==> src/fixed_block_pool_allocator_assert.svh <==
// Assertion macros for the fixed-block pool allocator.
// Used at the end of the top level; expects i_clk and i_rst_n in scope.
`ifndef FIXED_BLOCK_POOL_ALLOCATOR_ASSERT_SVH
`define FIXED_BLOCK_POOL_ALLOCATOR_ASSERT_SVH

// Same-cycle implication, checked out of reset
`define FBPA_ASSERT_IMP(label, ante, cons) \
    label: assert property (@(posedge i_clk) disable iff (!i_rst_n) (ante) |-> (cons)) \
        else $error("assertion failed: same-cycle check");

// Next-cycle implication, checked out of reset
`define FBPA_ASSERT_NXT(label, ante, cons) \
    label: assert property (@(posedge i_clk) disable iff (!i_rst_n) (ante) |=> (cons)) \
        else $error("assertion failed: next-cycle check");

`endif

==> src/fbpa_pkg.sv <==
// Shared types and constants for the fixed-block pool allocator.
// No dependencies; used by every module of the block but fbpa_ram.
`timescale 1ns / 1ps

package fbpa_pkg;

    // Pool size default
    localparam int MAX_SLOTS_DEF = 1024;

    // Field widths
    localparam int REQ_W      = 1;
    localparam int FREE_W     = 10;
    localparam int STATUS_W   = 2;
    localparam int SLOT_W     = 10;
    localparam int OFFSET_W   = 22;
    localparam int LIMIT_W    = 11;
    localparam int OBJ_W      = 13;
    localparam int S_TDATA_W  = 16;
    localparam int M_TDATA_W  = 32;
    localparam int CFG_IDX_W  = 2;
    localparam int CFG_DATA_W = 13;

    // Result status codes
    typedef logic [STATUS_W-1:0] t_status;
    localparam t_status ST_OK       = 2'd0;
    localparam t_status ST_FULL     = 2'd1;
    localparam t_status ST_BAD_FREE = 2'd2;

    // Request kinds
    localparam logic REQ_ALLOC = 1'b0;
    localparam logic REQ_FREE  = 1'b1;

    // Configuration register indexes
    typedef logic [CFG_IDX_W-1:0] t_cfg_idx;
    localparam t_cfg_idx CFG_SLOT_LIMIT = 2'd0;
    localparam t_cfg_idx CFG_OBJ_SIZE   = 2'd1;

    // Configuration reset values
    localparam logic [LIMIT_W-1:0] LIMIT_RST    = 11'd1024;
    localparam logic [OBJ_W-1:0]   OBJ_SIZE_RST = 13'd64;

    // Free stack control and status
    typedef struct packed {
        logic push;
        logic pop;
    } t_stack_ctl;

    typedef struct packed {
        logic empty;
        logic full;
    } t_stack_stat;

endpackage

==> src/fbpa_clear.sv <==
// Post-reset sweep that walks every in-use flag address once.
// Depends on fbpa_pkg for the default pool size.
`timescale 1ns / 1ps

module fbpa_clear #(
    parameter int MAX_SLOTS = fbpa_pkg::MAX_SLOTS_DEF
) (
    input  logic                         i_clk,
    input  logic                         i_rst_n,
    output logic                         o_busy,
    output logic [$clog2(MAX_SLOTS)-1:0] o_addr
);

    localparam int IDX_W = $clog2(MAX_SLOTS);

    logic             r_busy;
    logic [IDX_W-1:0] r_addr;

    // One address per cycle, stop after the last slot
    always_ff @(posedge i_clk) begin
        if (!i_rst_n) begin
            r_busy <= 1'b1;
            r_addr <= '0;
        end else if (r_busy) begin
            if (r_addr == IDX_W'(MAX_SLOTS - 1)) begin
                r_busy <= 1'b0;
            end else begin
                r_addr <= r_addr + IDX_W'(1);
            end
        end
    end

    assign o_busy = r_busy;
    assign o_addr = r_addr;

endmodule

==> config.mk <==
export PLATFORM = sky130hd
export DESIGN_NAME = fbpa_clear
export DESIGN_NICKNAME = d
export VERILOG_FILES = /design/src/fixed_block_pool_allocator_assert.svh /design/src/fbpa_pkg.sv /design/src/fbpa_clear.sv
export SDC_FILE = /design/constraint.sdc
export NUM_CORES = 1
export LEC_CHECK = 0
export ABC_AREA = 1
export BUFFER_PORTS_ARGS = -buffer_cell sky130_fd_sc_hd__buf_2
export CORE_AREA = 4 4 41 43
export CTS_CLUSTER_SIZE = 24
export DETAILED_ROUTE_END_ITERATION = 6
export DIE_AREA = 0 0 45 47
export GPL_TIMING_DRIVEN = 0
export MAX_ROUTING_LAYER = met4
export PLACE_DENSITY = 0.7
export SLEW_MARGIN = 5
export SYNTH_ARGS = -nofsm -noshare
export SYNTH_HDL_FRONTEND = slang
export SYNTH_SLANG_ARGS = --single-unit
==> constraint.sdc <==
create_clock -name i_clk -period 1.57 [get_ports i_clk]
set_input_delay 0.314 -clock i_clk [delete_from_list [all_inputs] [get_ports i_clk]]
set_output_delay 0.314 -clock i_clk [all_outputs]
set_load 0.02 [all_outputs]
Word-level counts from Yosys, hierarchy flattened
Index checks and enable logic that the tools add are counted.
{ "classes": {"n_addsub": 1, "n_eq_ne": 1, "muxes": 2, "n_bitwise": 1, "reduce_logical": 1} }
{ "ops": {"columns": ["op", "count"], "rows": [
  ["10-bit by 1-bit adder with 10-bit output (second input constant)", 1],
  ["10-bit == test (second input constant)", 1],
  ["1-bit 2-to-1 mux", 2],
  ["2-bit AND reduction", 1],
  ["1-bit inverter", 1]
]} }
{ "totals": {"ff_bits": 11, "in_bits": 2, "out_inout_bits": 11, "wordCells": 8} }

Logic depth before layout (Yosys ltp)
{ "logic_depth": {"ltp_word": 3, "mapped_depth": 9, "mapped_depth_nobuf": 9} }

Worst setup path after synthesis
Ideal clock, no wire load.
{ "synth_path": {"path_type": "reg2reg", "start": "register r_addr[0] (netlist: o_addr[0])", "end": "register r_addr[7] (netlist: o_addr[7])", "setup_time_ns": 0.109, "arrival_time_ns": 1.294, "t_required_ns": 1.461, "setup_slack_ns": 0.167, "stages_incl_launch_ff": 10, "path_buffers": 1, "synth_period_minus_slack_ns": 1.403, "cell_sequence": "dfxtp_1 -> ha_1 -> nand2_2 -> nor2_4 -> nand2_2 -> buf_6 -> nand3_1 -> nand2_1 -> nand2_1 -> inv_1"} }
{ "synth_via": {"elab_chain_cells": 3, "elab_cells_between_ends": 4, "cone_classes": "add/sub (1); eq/ne (1); bitwise (1); reduce/logical (1)"} }
{ "synth_rtl": {"columns": ["element", "line", "source"], "rows": [
  ["start, declared", "fbpa_clear.sv:17", "logic [IDX_W-1:0] r_addr;"],
  ["start signal, assigned", "fbpa_clear.sv:28", "r_addr <= r_addr + IDX_W'(1);"],
  ["branches (longest 3 deep; another with 10-bit by 1-bit adder with 10-bit output)", null, null]
]} }
Parallel ways; which one is timed is not known.
A chain may end at the register's enable or synchronous reset.

Final worst setup path
Ends and elaborated chain as after synthesis.

==> results_dict.tcl <==
set metrics [dict create \
    cts_max_level 1 \
    grt_pass1_vias 496 \
    clock_skew_ns 0.00398 \
    whs_path_depth 2 \
    timing.critical_path.required_ns 1.75 \
    clk_latency_ns 0.27 \
    area_growth_syn_to_layout_pct 16.0 \
    numCtsBuffers 3 \
    ir_drop_mv 0.359 \
    cts_tree "done" \
    port_buffers 11 \
    fin_nets 114 \
    critPathBufInv 2 \
    syn_area_per_cell_um2 6.60 \
    grt_pass1_wl_um 2030 \
    dp_slack_ns 0.232 \
    first_iter_violations 9 \
    layout_min_cycle_time_ns 1.34 \
    antenna_cells 0 \
    drt-pass1-iter-count 4 \
    die_width_um 45 \
    cpPeakStageDelay_ns 0.39 \
    post-cts-setup-buffer-count 0 \
    crit_family "simple AND/OR/NAND/NOR gates" \
    start_util_pct 48.2 \
    clockBufferDepth 2 \
    final_antenna_net_count 0 \
    core_mm2 0.00130 \
    powerDensity_mw_per_mm2 739 \
    fin_util_pct 55.9 \
    synth.distinct_cells 19 \
    num_rows 13 \
    clk_pin_slew_ns 0.08 \
    seq_area_frac_synth_pct 35.1 \
    path_cells "ha_1 -> nand2_2 -> nor2_4 -> nand2_2 -> buf_6 -> nand3_1 -> nand2_1 -> nand2_1 -> inv_1" \
    rr_startpoint "o_addr[0]" \
    crit_type "register to register" \
    yosys_warnings 0 \
    critPathMaxFanout 10 \
    outcome "complete, no violations" \
    die_area_mm2 0.00212 \
    mostFrequentLayoutCell "nand2_1" \
    hold_buffers 0 \
    syn-cell-area_um2 627 \
    gp_congestion 0.728 \
    drc_errors 0 \
    antenna_found_initial 0 \
    final-hold-violation-count 0 \
    critPathSlowestCell "dfxtp_1" \
    setup_slack_ns 0.234 \
    synth_nets 98 \
    crit_end "o_addr[7]" \
    leakage_nw 0.364 \
    root_buffer "clkbuf_4" \
    cts_resized 0 \
    slew_headroom_pct 83.3 \
    reg2reg_to "o_addr[7]" \
    max_freq_mhz 748 \
    synth_cells 95 \
    die_height_um 47 \
    drive_above_1_share_pct 26.4 \
    cp-end-kind "register" \
    tightest_slew_ns 0.250 \
    cp-startpoint "o_addr[0]" \
    rsz0062_at_grt "no" \
    place_hpwl_um 919 \
    vias 584 \
    layout_common_cells "nand2_1 (20), nor2_1 (16), inv_1 (12), dfxtp_1 (11), buf_2 (11)" \
    routedWlPerCell_um 9.68 \
    synth_seq_cells 11 \
    overflow 0 \
    cts_sinks 11 \
    total_power_mw 0.537 \
    r2r_slack_ns 0.23 \
    final.setup.tns_ns 0 \
    rr_worst_depth 9 \
    grtUsageTotal_pct 13.8 \
    critPathLaunchType "register" \
    drv_slew 0 \
    cap_violations 0 \
    post_drt_via_cell_ratio 4.67 \
    wl_um 1210 \
    hp-class "input port to register" \
    cp.depth 9 \
    period_share_pct 85.1 \
    io_pins 13 \
    cp.arrival_ns 1.51 \
    grt_max_degree 11 \
    setup_viol 0 \
]
==> through the flow <==
step                hold slack [ns]  std cells  area (um2)
finish                        0.288        125         727
global route                  0.298        125         727
CTS                           0.289        125         727
detailed placement            0.518        121         701
global placement              0.503        121         701
floorplan                     0.537         95         627
==> routing by layer <==
layer | track usage, % | share of wire (%)
met4 | 8.77 | 2.1
met3 | 2.30 | 3.6
met5 | - | 0
met2 | 20.3 | 43
met1 | 17.4 | 51
==> where the power goes <==
group / internal [mW] / switching (mW)
clock network: 0.0984 / 0.104
registers: 0.285 / 0.00674
logic: 0.0168 / 0.0259
total: 0.400 / 0.137
==> area by class of cell <==
| cell class | instances | area [um2] |
|---|---|---|
| buffer | 2 | 18.8 |
| inverter | 15 | 56.3 |
| sequential | 11 | 220 |
| clock buffer | 4 | 26.3 |
| timing repair buffer | 11 | 55.1 |
| fill | 148 | 574 |
| tap | 15 | 18.8 |
| multi-input combinational | 67 | 332 |
==> cell families after synthesis <==
logic type,after synthesis,synth area share [%]
AO/OA/AOI/OAI,9,7.19
buffers and inverters,17,12.0
AND/OR/NAND/NOR,57,43.7
flip-flops,11,35.1
adder cells (fa/ha/maj),1,2.00
==> synth_stat cells (all sizes together) <==
| master | n | share of area [%] |
|---|---|---|
| nand2 | 24 | 16 |
| nor2 | 22 | 17 |
| inv | 14 | 8.4 |
| dfxtp | 11 | 35 |
| nand3 | 8 | 7.2 |
| a21oi | 6 | 4.8 |
| o21ai | 3 | 2.4 |
| buf | 2 | 3.0 |
| clkinv | 1 | 0.60 |
| ha | 1 | 2.0 |
| nand3b | 1 | 1.2 |
| nand4 | 1 | 1.0 |
| nor3b | 1 | 1.2 |
==> state kept, by name, summed over array words and instances, names as in the netlist <==
name    flops
o_addr     10
o_busy      1
==> worst min-delay path by stage <==
stage                         start        end  slack [ns]
after floorplan             i_rst_n     o_busy        0.54
after global routing        i_rst_n     o_busy        0.30
after global placement    o_addr[1]  o_addr[1]        0.50
after CTS                   i_rst_n     o_busy        0.29
final                       i_rst_n     o_busy        0.29
after detailed placement  o_addr[1]  o_addr[1]        0.52
Note: power is estimated with default switching activity, not from simulation.
