[src/fixed_block_pool_allocator_assert.svh]
// Assertion macros for the fixed-block pool allocator.
// Used at the end of the top level; expects i_clk and i_rst_n in scope.
`ifndef FIXED_BLOCK_POOL_ALLOCATOR_ASSERT_SVH
`define FIXED_BLOCK_POOL_ALLOCATOR_ASSERT_SVH

// Same-cycle implication, checked out of reset
`define FBPA_ASSERT_IMP(label, ante, cons) \
    label: assert property (@(posedge i_clk) disable iff (!i_rst_n) (ante) |-> (cons)) \
        else $error("assertion failed: same-cycle check");

// Next-cycle implication, checked out of reset
`define FBPA_ASSERT_NXT(label, ante, cons) \
    label: assert property (@(posedge i_clk) disable iff (!i_rst_n) (ante) |=> (cons)) \
        else $error("assertion failed: next-cycle check");

`endif

[src/fbpa_ram.sv]
// Generic single-write, single-read RAM with registered read data.
// No dependencies.
`timescale 1ns / 1ps

module fbpa_ram #(
    parameter int WIDTH = 8,
    parameter int DEPTH = 16
) (
    input  logic                     i_clk,
    input  logic                     i_we,
    input  logic [$clog2(DEPTH)-1:0] i_waddr,
    input  logic [WIDTH-1:0]         i_wdata,
    input  logic [$clog2(DEPTH)-1:0] i_raddr,
    output logic [WIDTH-1:0]         o_rdata
);

    logic [WIDTH-1:0] r_mem [DEPTH];
    logic [WIDTH-1:0] r_rdata;

    // Write port
    always_ff @(posedge i_clk) begin
        if (i_we) begin
            r_mem[i_waddr] <= i_wdata;
        end
    end

    // Registered read, old data on a same-address write
    always_ff @(posedge i_clk) begin
        r_rdata <= r_mem[i_raddr];
    end

    assign o_rdata = r_rdata;

endmodule

[config.mk]
export PLATFORM = sky130hd
export DESIGN_NAME = fbpa_ram
export DESIGN_NICKNAME = d
export VERILOG_FILES = /design/src/fixed_block_pool_allocator_assert.svh /design/src/fbpa_ram.sv
export SDC_FILE = /design/constraint.sdc
export NUM_CORES = 1
export LEC_CHECK = 0
export BUFFER_PORTS_ARGS = -buffer_cell sky130_fd_sc_hd__buf_2
export CAP_MARGIN = 20
export CORE_MARGIN = 2
export CORE_UTILIZATION = 30
export DETAILED_ROUTE_END_ITERATION = 12
export GPL_TIMING_DRIVEN = 0
export PLACE_DENSITY = 0.44
export SYNTH_ARGS = -nofsm -noshare
export SYNTH_HDL_FRONTEND = slang
export SYNTH_SLANG_ARGS = --single-unit
[constraint.sdc]
create_clock -name i_clk -period 4.9 [get_ports i_clk]
set_clock_uncertainty 0.2 [all_clocks]
set_input_delay 0.98 -clock i_clk [delete_from_list [all_inputs] [get_ports i_clk]]
set_output_delay 0.98 -clock i_clk [all_outputs]
set_load 0.01 [all_outputs]
* Word level (Yosys, flattened, before mapping)
Memories as Yosys holds them, arrays and structs flattened. A register that Yosys moved wholly into a read port is not among the register bits.
Index checks and enable logic that the tools add are counted.
** Storage, ports and cells
- Memories kept :: 1
- Word-level logic and storage cells :: 3
- RAM bits :: 128
- Flip-flop bits (word level) :: 0
- Output and inout bits :: 8
** Operators by class
- Muxes and demuxes :: 2
** Memory list
- r_mem :: depth 16, bits a word 8, rd ports 1, clocked after memory_dff 1, write ports 1, RTL line fbpa_ram.sv:17 : logic [WIDTH-1:0] r_mem [DEPTH];
** Operators by type and width (number)
- 1-bit two-way mux :: 2

* Longest topological paths before layout
Gate-level depths: netlist (run 1).
- Depth in word-level cells :: 2
- Mapped depth :: 5

* Least setup slack after synthesis (run 1)
OpenSTA, ideal clock, no wires.
- Path type :: input -> register
- Start :: input port i_waddr[2]
- End :: memory r_mem[0][0], enable pin
- Data arrival time :: 2090 ps
- Stages on the path :: 2
- Path buffers :: 0
- Path slack :: 2227 ps
- Setup time :: 383 ps
- Cells stage by stage :: or3b_2 -> nor3_1
** RTL lines
- from (decl) :: RTL line fbpa_ram.sv:11 : input logic [$clog2(DEPTH)-1:0] i_waddr,
- to (decl) :: RTL line fbpa_ram.sv:17
No word-level cell before the write port.

* Final worst setup path (run 1)
- Start :: input port i_waddr[2]
- End :: memory r_mem[0][7], enable pin
No word-level cell before the write port.

==> results.sh, run 1 <==
export IMPL_status="completed"
export IMPL_cts_sinks=136
export IMPL_first_iter_violations=184
export IMPL_synth_top_area_share=0.747
export IMPL_setup_tns_ns=0
export IMPL_cts_buffer_depth=2
export IMPL_ys_types=19
export IMPL_synth_area_leaders="edfxtp_1 (75%), mux4_2 (7.9%), mux4_1 (7.1%), dfxtp_1 (3.1%), a22oi_1 (2.3%)"
export IMPL_vias=2337
export IMPL_layout_min_cycle_time_ns=2.58
export IMPL_grtUsageTotal=0.134
export IMPL_grt_max_degree=17
export IMPL_clk_pin_slew_worst_paths_ns=0.06
export IMPL_r2r_start="r_mem[14][7]"
export IMPL_start_util=0.308
export IMPL_clock_power_share=0.539
export IMPL_fmax_ghz=0.388
export IMPL_netlist_area_um2=5150
export IMPL_dr_pass1_iters=4
export IMPL_endpoint="r_mem[0][7]"
export IMPL_end_kind="flip-flop"
export IMPL_worst_skew_pair_late_latency_ns=0.42
export IMPL_synth_nets=247
export IMPL_h_tree_depth=4
export IMPL_ys_warn_count=0
export IMPL_p_switching_uw=554
export IMPL_holdBufCountCts=0
export IMPL_switching_share=0.178
export IMPL_tightest_slew_ns=0.916
export IMPL_worstPathArrival_ns=2.51
export IMPL_wl_um=11200
export IMPL_min_period_over_period=0.526
export IMPL_peakVddDrop_uv=249
export IMPL_avgSynthCellArea_um2=22.5
export IMPL_ios=26
export IMPL_maxCapViolCount=0
export IMPL_reg2reg_to="o_rdata[7]"
export IMPL_p_comb_frac=0.042
export IMPL_grt_overflow=0
export IMPL_detail_route_antenna_nets=0
export IMPL_p_per_area_nw_per_um2=491
export IMPL_dp_hpwl_um=7130
export IMPL_p_int_mw=2.56
export IMPL_dp_cells=477
export IMPL_rsz0062_at_grt="no"
export IMPL_yosys_register_bits=136
export IMPL_cp_max_fo=5
export IMPL_gp_congestion=0.699
export IMPL_coreArea_um2=16700
export IMPL_grt_pass1_wl_um=16500
export IMPL_cts_tree="done"
export IMPL_antenna_cells=0
export IMPL_die_h_um=135
export IMPL_die_area_um2=18200
export IMPL_ff2ff_path_depth=3
export IMPL_syn_inst=229
export IMPL_io_buffers=24
export IMPL_ys_seq_area_frac=0.778
export IMPL_wire_per_inst_um=21.9
export IMPL_drc=0
export IMPL_grt_antenna_before_repair=0
export IMPL_numCtsBuffers=17
export IMPL_cts_resized=0
export IMPL_cp_start_kind="input pin"
export IMPL_r2r_slack_ns=3.30
export IMPL_layout_drive_gt1_share=0.301
export IMPL_seq_power_share=0.420
export IMPL_first_global_vias=2420
export IMPL_clockRootBuffer="clkbuf_16"
export IMPL_syn_to_final_growth_pct=23.3
export IMPL_finalHoldViolations=0
export IMPL_drv_slew=0
export IMPL_max_slew_margin_rel=0.387
export IMPL_yosysTopAreaCell="edfxtp_1"
export IMPL_stdcell_count=509
export IMPL_rows=47
export IMPL_nets=294
export IMPL_avgViaCountPerCell=4.59
export IMPL_required_ns=4.83
export IMPL_p_leak_nw=2.13
export IMPL_post_cts_setup_buffers=0
export IMPL_finalSetupViolCount=0
export IMPL_crit_type="input pin to flip-flop"
export IMPL_cp_startpoint="i_waddr[2]"
export IMPL_die_width_um=135
export IMPL_hp_class="flip-flop to flip-flop"
-- routing by layer --
layer / part of all wire / global-route usage / wire, um
met5: 0 / 0 / 0
met4: 0.0098 / 0.0469 / 110
met3: 0.033 / 0.0394 / 369
met2: 0.48 / 0.207 / 5350
met1: 0.48 / 0.181 / 5340
-- cell usage after synthesis (all sizes together) --
| library cell | count |
|---|---|
| clkdlybuf4s25 | 3 |
| mux4 | 32 |
| nand2b | 2 |
| dfxtp | 8 |
| and2b | 1 |
| nand2 | 9 |
| buf | 7 |
| nor3 | 4 |
| nand3b | 2 |
| nor2b | 1 |
| and2 | 1 |
| nand3 | 1 |
| a22oi | 16 |
| nor2 | 13 |
| or3b | 1 |
| edfxtp | 128 |
-- cell families after synthesis --
kind of cell,synth area share
mux,0.150
buf+inv,0.0168
simple gates,0.0318
compound gates,0.0233
flops,0.778
-- flip-flops by register name, indices dropped and copies added, names as in the netlist --
signal / flops
r_mem: 128
o_rdata: 8
-- final cells by class --
type | instances | area (um^2)
timing repair buffer | 28 | 148
tap | 220 | 275
sequential | 136 | 4000
clock buffer | 17 | 425
buffer | 10 | 86.3
clock inverter | 15 | 350
multi-input combinational | 83 | 1060
fill | 1541 | 10400
-- worst max-delay path, cell delays in order --
cell and delay (ns):
buf_2 0.12, or3b_2 0.52, nor3_1 0.60, buf_4 0.28
-- layout by cell type, fill, tap and decap left out --
cell type	count
a22oi_1	16
and2_1	1
and2b_1	1
buf_2	28
buf_4	4
buf_6	3
bufinv_16	11
clkbuf_16	17
clkdlybuf4s25_2	3
clkinv_1	2
clkinv_2	1
clkinvlp_4	1
dfxtp_1	8
edfxtp_1	128
mux4_1	14
mux4_2	18
nand2_1	9
nand2b_1	2
nand3_1	1
nand3b_1	2
nor2_1	13
nor2b_1	1
nor3_1	4
or3b_2	1
-- worst min-delay path by stage --
stage / slack (ns) / depth (start not counted) / startpoint / end
after floorplan: 0.43 / 3 / r_mem[7][0] / o_rdata[0]
after global placement: 0.46 / 3 / r_mem[11][1] / o_rdata[1]
after detailed placement: 0.47 / 3 / r_mem[8][1] / o_rdata[1]
after CTS: 0.48 / 3 / r_mem[8][1] / o_rdata[1]
after global routing: 0.52 / 3 / r_mem[8][1] / o_rdata[1]
final: 0.48 / 3 / r_mem[8][1] / o_rdata[1]
-- stage by stage --
stage          total power [mW]  setup slack, ns  utilization  hold WS, ns  cell area [um^2]
6_report                   3.11             2.32        0.380        0.477              6350
5_1_grt                    3.21             2.24        0.380        0.516              6350
4_1_cts                    3.14             2.31        0.380        0.482              6350
2_1_floorplan              1.40             2.23            -        0.429              5150
3_3_place_gp               1.46             1.60        0.332        0.459              5540
3_5_place_dp               1.47             1.87        0.334        0.469              5570
-- power groups by stage --
stage	registers (mW)	clock network [mW]	logic, mW
after floorplan	1.33	0	0.0660
after global routing	1.31	1.75	0.142
after global placement	1.33	0	0.133
after CTS	1.31	1.70	0.135
after detailed placement	1.33	0	0.135
final	1.31	1.68	0.130
No activity file was read; power rests on OpenSTA's default activity.
==> inputs of run 2 (changes only) <==
--- a/config.mk
+++ b/config.mk
@@ -11,7 +11,7 @@
 export CORE_UTILIZATION = 30
 export DETAILED_ROUTE_END_ITERATION = 12
 export GPL_TIMING_DRIVEN = 0
-export PLACE_DENSITY = 0.44
+export PLACE_DENSITY = 0.45
 export SYNTH_ARGS = -nofsm -noshare
 export SYNTH_HDL_FRONTEND = slang
 export SYNTH_SLANG_ARGS = --single-unit
==> constraint.sdc (replaced) <==
create_clock -name i_clk -period 2.2 [get_ports i_clk]
set_clock_uncertainty 0.2 [all_clocks]
set_input_delay 0.44 -clock i_clk [delete_from_list [all_inputs] [get_ports i_clk]]
set_output_delay 0.44 -clock i_clk [all_outputs]
set_load 0.01 [all_outputs]
==> results.sh, run 2 (synthesis results as in run 1) <==
export IMPL_status="completed"
export IMPL_cts_resized=0
export IMPL_reg2reg_to="o_rdata[1]"
export IMPL_drc=0
export IMPL_ios=26
export IMPL_h_tree_depth=4
export IMPL_r2r_slack_ns=0.54
export IMPL_postLayoutCellArea_um2=6050
export IMPL_p_leak_nw=1.99
export IMPL_rsz0062_at_grt="no"
export IMPL_detail_route_antenna_nets=0
export IMPL_cts_buffer_depth=2
export IMPL_grt_antenna_before_repair=0
export IMPL_dpl_cell_area_um2=5570
export IMPL_crit_type="input pin to flip-flop"
export IMPL_top_register="r_mem"
export IMPL_layout_drive_gt1_share=0.268
export IMPL_grt_max_degree=17
export IMPL_fmax_ghz=0.498
export IMPL_grt_pass1_wl_um=16400
export IMPL_syn_to_final_growth_pct=17.5
export IMPL_post_cts_setup_buffers=0
export IMPL_peakVddDrop_uv=523
export IMPL_first_iter_violations=199
export IMPL_coreArea_um2=16700
export IMPL_gp_congestion=0.689
export IMPL_ff2ff_path_depth=3
export IMPL_holdPathEnd="r_mem[9][5]"
export IMPL_numCtsBuffers=17
export IMPL_nets=293
export IMPL_start_util=0.308
export IMPL_largest_reg_flops=128
export IMPL_end_kind="flip-flop"
export IMPL_antenna_cells=0
export IMPL_hp_start="i_wdata[5]"
export IMPL_cts_sinks=136
export IMPL_worst_skew_pair_late_latency_ns=0.42
export IMPL_tightest_slew_ns=0.923
export IMPL_dr_pass1_iters=4
export IMPL_cp_max_fo=5
export IMPL_wl_um=11200
export IMPL_dp_hpwl_um=7100
export IMPL_avgViaCountPerCell=4.67
export IMPL_finalSetupViolCount=0
export IMPL_max_slew_margin_rel=0.380
export IMPL_first_global_vias=2507
export IMPL_clockRootBuffer="clkbuf_16"
export IMPL_layout_min_cycle_time_ns=2.01
export IMPL_worstPathArrival_ns=1.91
export IMPL_grt_overflow=0
export IMPL_clk_pin_slew_worst_paths_ns=0.05
export IMPL_cts_tree="done"
export IMPL_die_width_um=135
export IMPL_holdPathStages=1
export IMPL_die_area_um2=18200
export IMPL_vias=2369
export IMPL_hp_class="input pin to flip-flop"
export IMPL_required_ns=2.11
export IMPL_die_h_um=135
export IMPL_whs_ns=0.237
export IMPL_cp_start_kind="input pin"
export IMPL_wire_per_inst_um=22.1
export IMPL_final_cell_mix="edfxtp_1 (128), buf_2 (29), mux4_2 (18), clkbuf_16 (17), a22oi_1 (16)"
export IMPL_grtUsageTotal=0.133
export IMPL_min_period_over_period=0.913
export IMPL_rows=47
export IMPL_io_buffers=24
export IMPL_drv_slew=0
export IMPL_p_per_area_nw_per_um2=920
export IMPL_r2r_start="r_mem[9][1]"
export IMPL_final_common_cell="edfxtp_1"
export IMPL_holdBufCountCts=0
export IMPL_finalHoldViolations=0
export IMPL_setup_tns_ns=0
export IMPL_maxCapViolCount=0
## run 2: area by class of cell
class                   count  area, um^2
clock inverters             7        30.0
plain buffers              10        86.3
well taps                 220         275
multi-input cells          83        1060
clock buffers              24         452
fillers                  1571       10700
flip-flops and latches    136        4000
repair buffers             27         138
## run 2: worst max path at each step
stage / startpoint / to / slack (ns) / cells past startpoint
global placement: i_waddr[2] / r_mem[0][6] / -0.61 / 3
finish: i_waddr[2] / r_mem[0][5] / 0.19 / 4
floorplan: i_waddr[2] / r_mem[0][0] / 0.07 / 2
CTS: i_waddr[2] / r_mem[0][5] / 0.20 / 4
global route: i_waddr[2] / r_mem[0][7] / 0.09 / 4
detailed placement: i_waddr[2] / r_mem[0][7] / -0.24 / 4
## run 2: critical path, cell delays in order
cell and delay [ns]:
buf_2 0.13, or3b_2 0.51, nor3_1 0.51, buf_2 0.31
## run 2: power breakdown
group          internal (mW)  switching [mW]  leakage (nW)
sequential              2.90          0.0125          1.22
clock                   1.41           0.950         0.236
combinational          0.116           0.175         0.532
## run 2: metrics by stage
step | util | instances | total power, mW | setup slack, ns
2_1_floorplan | - | 229 | 3.12 | 0.0671
3_3_place_gp | 0.332 | 473 | 3.26 | -0.614
3_5_place_dp | 0.333 | 476 | 3.26 | -0.243
4_1_cts | 0.362 | 507 | 5.62 | 0.200
5_1_grt | 0.362 | 507 | 5.77 | 0.0904
6_report | 0.362 | 507 | 5.56 | 0.192
## run 2: routing by layer
layer  vias to the layer above  track usage  routed length (um)
li1                       1062            -                   -
met1                      1246        0.184                5130
met2                        59        0.201                5370
met3                         2       0.0349                 636
met4                         0       0.0538                  54
met5                         -            0                   0
==> inputs of run 3 (changes only) <==
--- a/config.mk
+++ b/config.mk
@@ -11,6 +11,7 @@
 export CORE_UTILIZATION = 30
 export DETAILED_ROUTE_END_ITERATION = 12
 export GPL_TIMING_DRIVEN = 0
+export MAX_ROUTING_LAYER = met4
 export PLACE_DENSITY = 0.45
 export SYNTH_ARGS = -nofsm -noshare
 export SYNTH_HDL_FRONTEND = slang
==> results.sh, run 3 (synthesis results as in run 1) <==
export IMPL_cts_tree="done"
export IMPL_detail_route_antenna_nets=0
export IMPL_h_tree_depth=4
export IMPL_final_cell_mix="edfxtp_1 (128), buf_2 (29), mux4_2 (18), clkbuf_16 (17), a22oi_1 (16)"
export IMPL_start_util=0.308
export IMPL_first_iter_violations=209
export IMPL_first_global_vias=2499
export IMPL_status="completed"
export IMPL_dpl_cell_area_um2=5570
export IMPL_crit_family="simple AND/OR/NAND/NOR gates"
export IMPL_largest_reg_flops=128
export IMPL_crit_type="input pin to flip-flop"
export IMPL_grtUsageTotal=0.137
export IMPL_top_register="r_mem"
export IMPL_cp_start_kind="input pin"
export IMPL_wl_um=11200
export IMPL_final_common_cell="edfxtp_1"
export IMPL_clockRootBuffer="clkbuf_16"
export IMPL_post_cts_setup_buffers=0
export IMPL_hp_start="i_wdata[2]"
export IMPL_finalHoldViolations=0
export IMPL_worst_skew_pair_late_latency_ns=0.42
export IMPL_grt_overflow=0
export IMPL_hp_class="input pin to flip-flop"
export IMPL_dr_pass1_iters=4
export IMPL_fmax_ghz=0.506
export IMPL_wl_met3_um=501
export IMPL_met2_length_um=5280
export IMPL_wire_per_inst_um=22.1
export IMPL_cts_buffer_depth=2
export IMPL_die_area_um2=18200
export IMPL_drv_slew=0
export IMPL_grt_max_degree=17
export IMPL_holdBufCountCts=0
export IMPL_die_width_um=135
export IMPL_grt_antenna_before_repair=0
export IMPL_slowest_delay_ns=0.52
export IMPL_required_ns=2.11
export IMPL_rsz0062_at_grt="no"
export IMPL_die_h_um=135
export IMPL_r2r_start="r_mem[8][4]"
export IMPL_stdcell_count=507
export IMPL_worst_path_buf_inv=2
export IMPL_antenna_cells=0
export IMPL_coreArea_um2=16700
export IMPL_drc=0
export IMPL_gp_congestion=0.697
export IMPL_finalSetupViolCount=0
export IMPL_cp_cell_sequence="buf_2, or3b_2, nor3_1, buf_2"
export IMPL_p_per_area_nw_per_um2=919
export IMPL_cts_resized=0
export IMPL_holdPathEnd="r_mem[10][2]"
export IMPL_maxCapViolCount=0
export IMPL_layout_drive_gt1_share=0.268
export IMPL_wl_met1_um=5270
export IMPL_postLayoutCellArea_um2=6050
export IMPL_numCtsBuffers=17
export IMPL_dp_cells=476
export IMPL_cp_max_fo=5
export IMPL_peakVddDrop_uv=535
export IMPL_cp_startpoint="i_waddr[2]"
export IMPL_ff2ff_path_depth=3
export IMPL_p_leak_nw=1.99
export IMPL_max_slew_margin_rel=0.353
export IMPL_r2r_slack_ns=0.57
export IMPL_holdPathStages=1
export IMPL_syn_to_final_growth_pct=17.5
export IMPL_ios=26
export IMPL_cpMaxStageDelayCell="or3b_2"
export IMPL_cts_sinks=136
export IMPL_grt_pass1_wl_um=16400
export IMPL_end_kind="flip-flop"
export IMPL_min_period_over_period=0.899
export IMPL_avgViaCountPerCell=4.68
export IMPL_worstPathArrival_ns=1.89
export IMPL_top_layer_used="met4"
export IMPL_critPathMostFrequentCell="buf_2"
export IMPL_nets=293
export IMPL_io_buffers=24
export IMPL_clk_pin_slew_worst_paths_ns=0.05
export IMPL_vias=2371
export IMPL_reg2reg_to="o_rdata[4]"
export IMPL_tightest_slew_ns=0.963
export IMPL_dp_hpwl_um=7100
export IMPL_layout_min_cycle_time_ns=1.98
export IMPL_rows=47
-- run 3: report_power, final --
part	internal [mW]	total [mW]	leakage, nW	switching, mW
Sequential	2.90	2.91	1.22	0.0125
Combinational	0.116	0.291	0.532	0.175
Clock	1.41	2.36	0.236	0.949
Total	4.42	5.56	1.99	1.14
-- run 3: cell type report --
class	count	area (um^2)
multi-input cells	83	1060
clock inverters	7	30.0
clock buffers	24	452
fillers	1571	10700
repair buffers	27	138
plain buffers	10	86.3
flip-flops and latches	136	4000
well taps	220	275
-- run 3: worst max path at each step --
| stage | endpoint | slack (ns) | cells past startpoint |
|---|---|---|---|
| after CTS | r_mem[0][5] | 0.20 | 4 |
| after global placement | r_mem[0][6] | -0.61 | 3 |
| after floorplan | r_mem[0][0] | 0.07 | 2 |
| final | r_mem[0][7] | 0.22 | 4 |
| after detailed placement | r_mem[0][7] | -0.24 | 4 |
| after global routing | r_mem[0][7] | 0.09 | 4 |
-- run 3: metrics by stage --
stage	power, mW	TNS [ns]	utilization	hold WS [ns]	setup slack, ns
6_report	5.56	0	0.362	0.226	0.223
5_1_grt	5.77	0	0.362	0.244	0.0901
4_1_cts	5.62	0	0.362	0.234	0.200
3_5_place_dp	3.26	-6.45	0.333	0.460	-0.243
3_3_place_gp	3.26	-17.61	0.332	0.458	-0.614
2_1_floorplan	3.12	0	-	0.339	0.0671
-- run 3: routing by layer --
layer | vias to the layer above | GRT usage
met5 | - | -
met1 | 1246 | 0.185
li1 | 1061 | -
met2 | 54 | 0.200
met3 | 10 | 0.0342
met4 | 0 | 0.0538
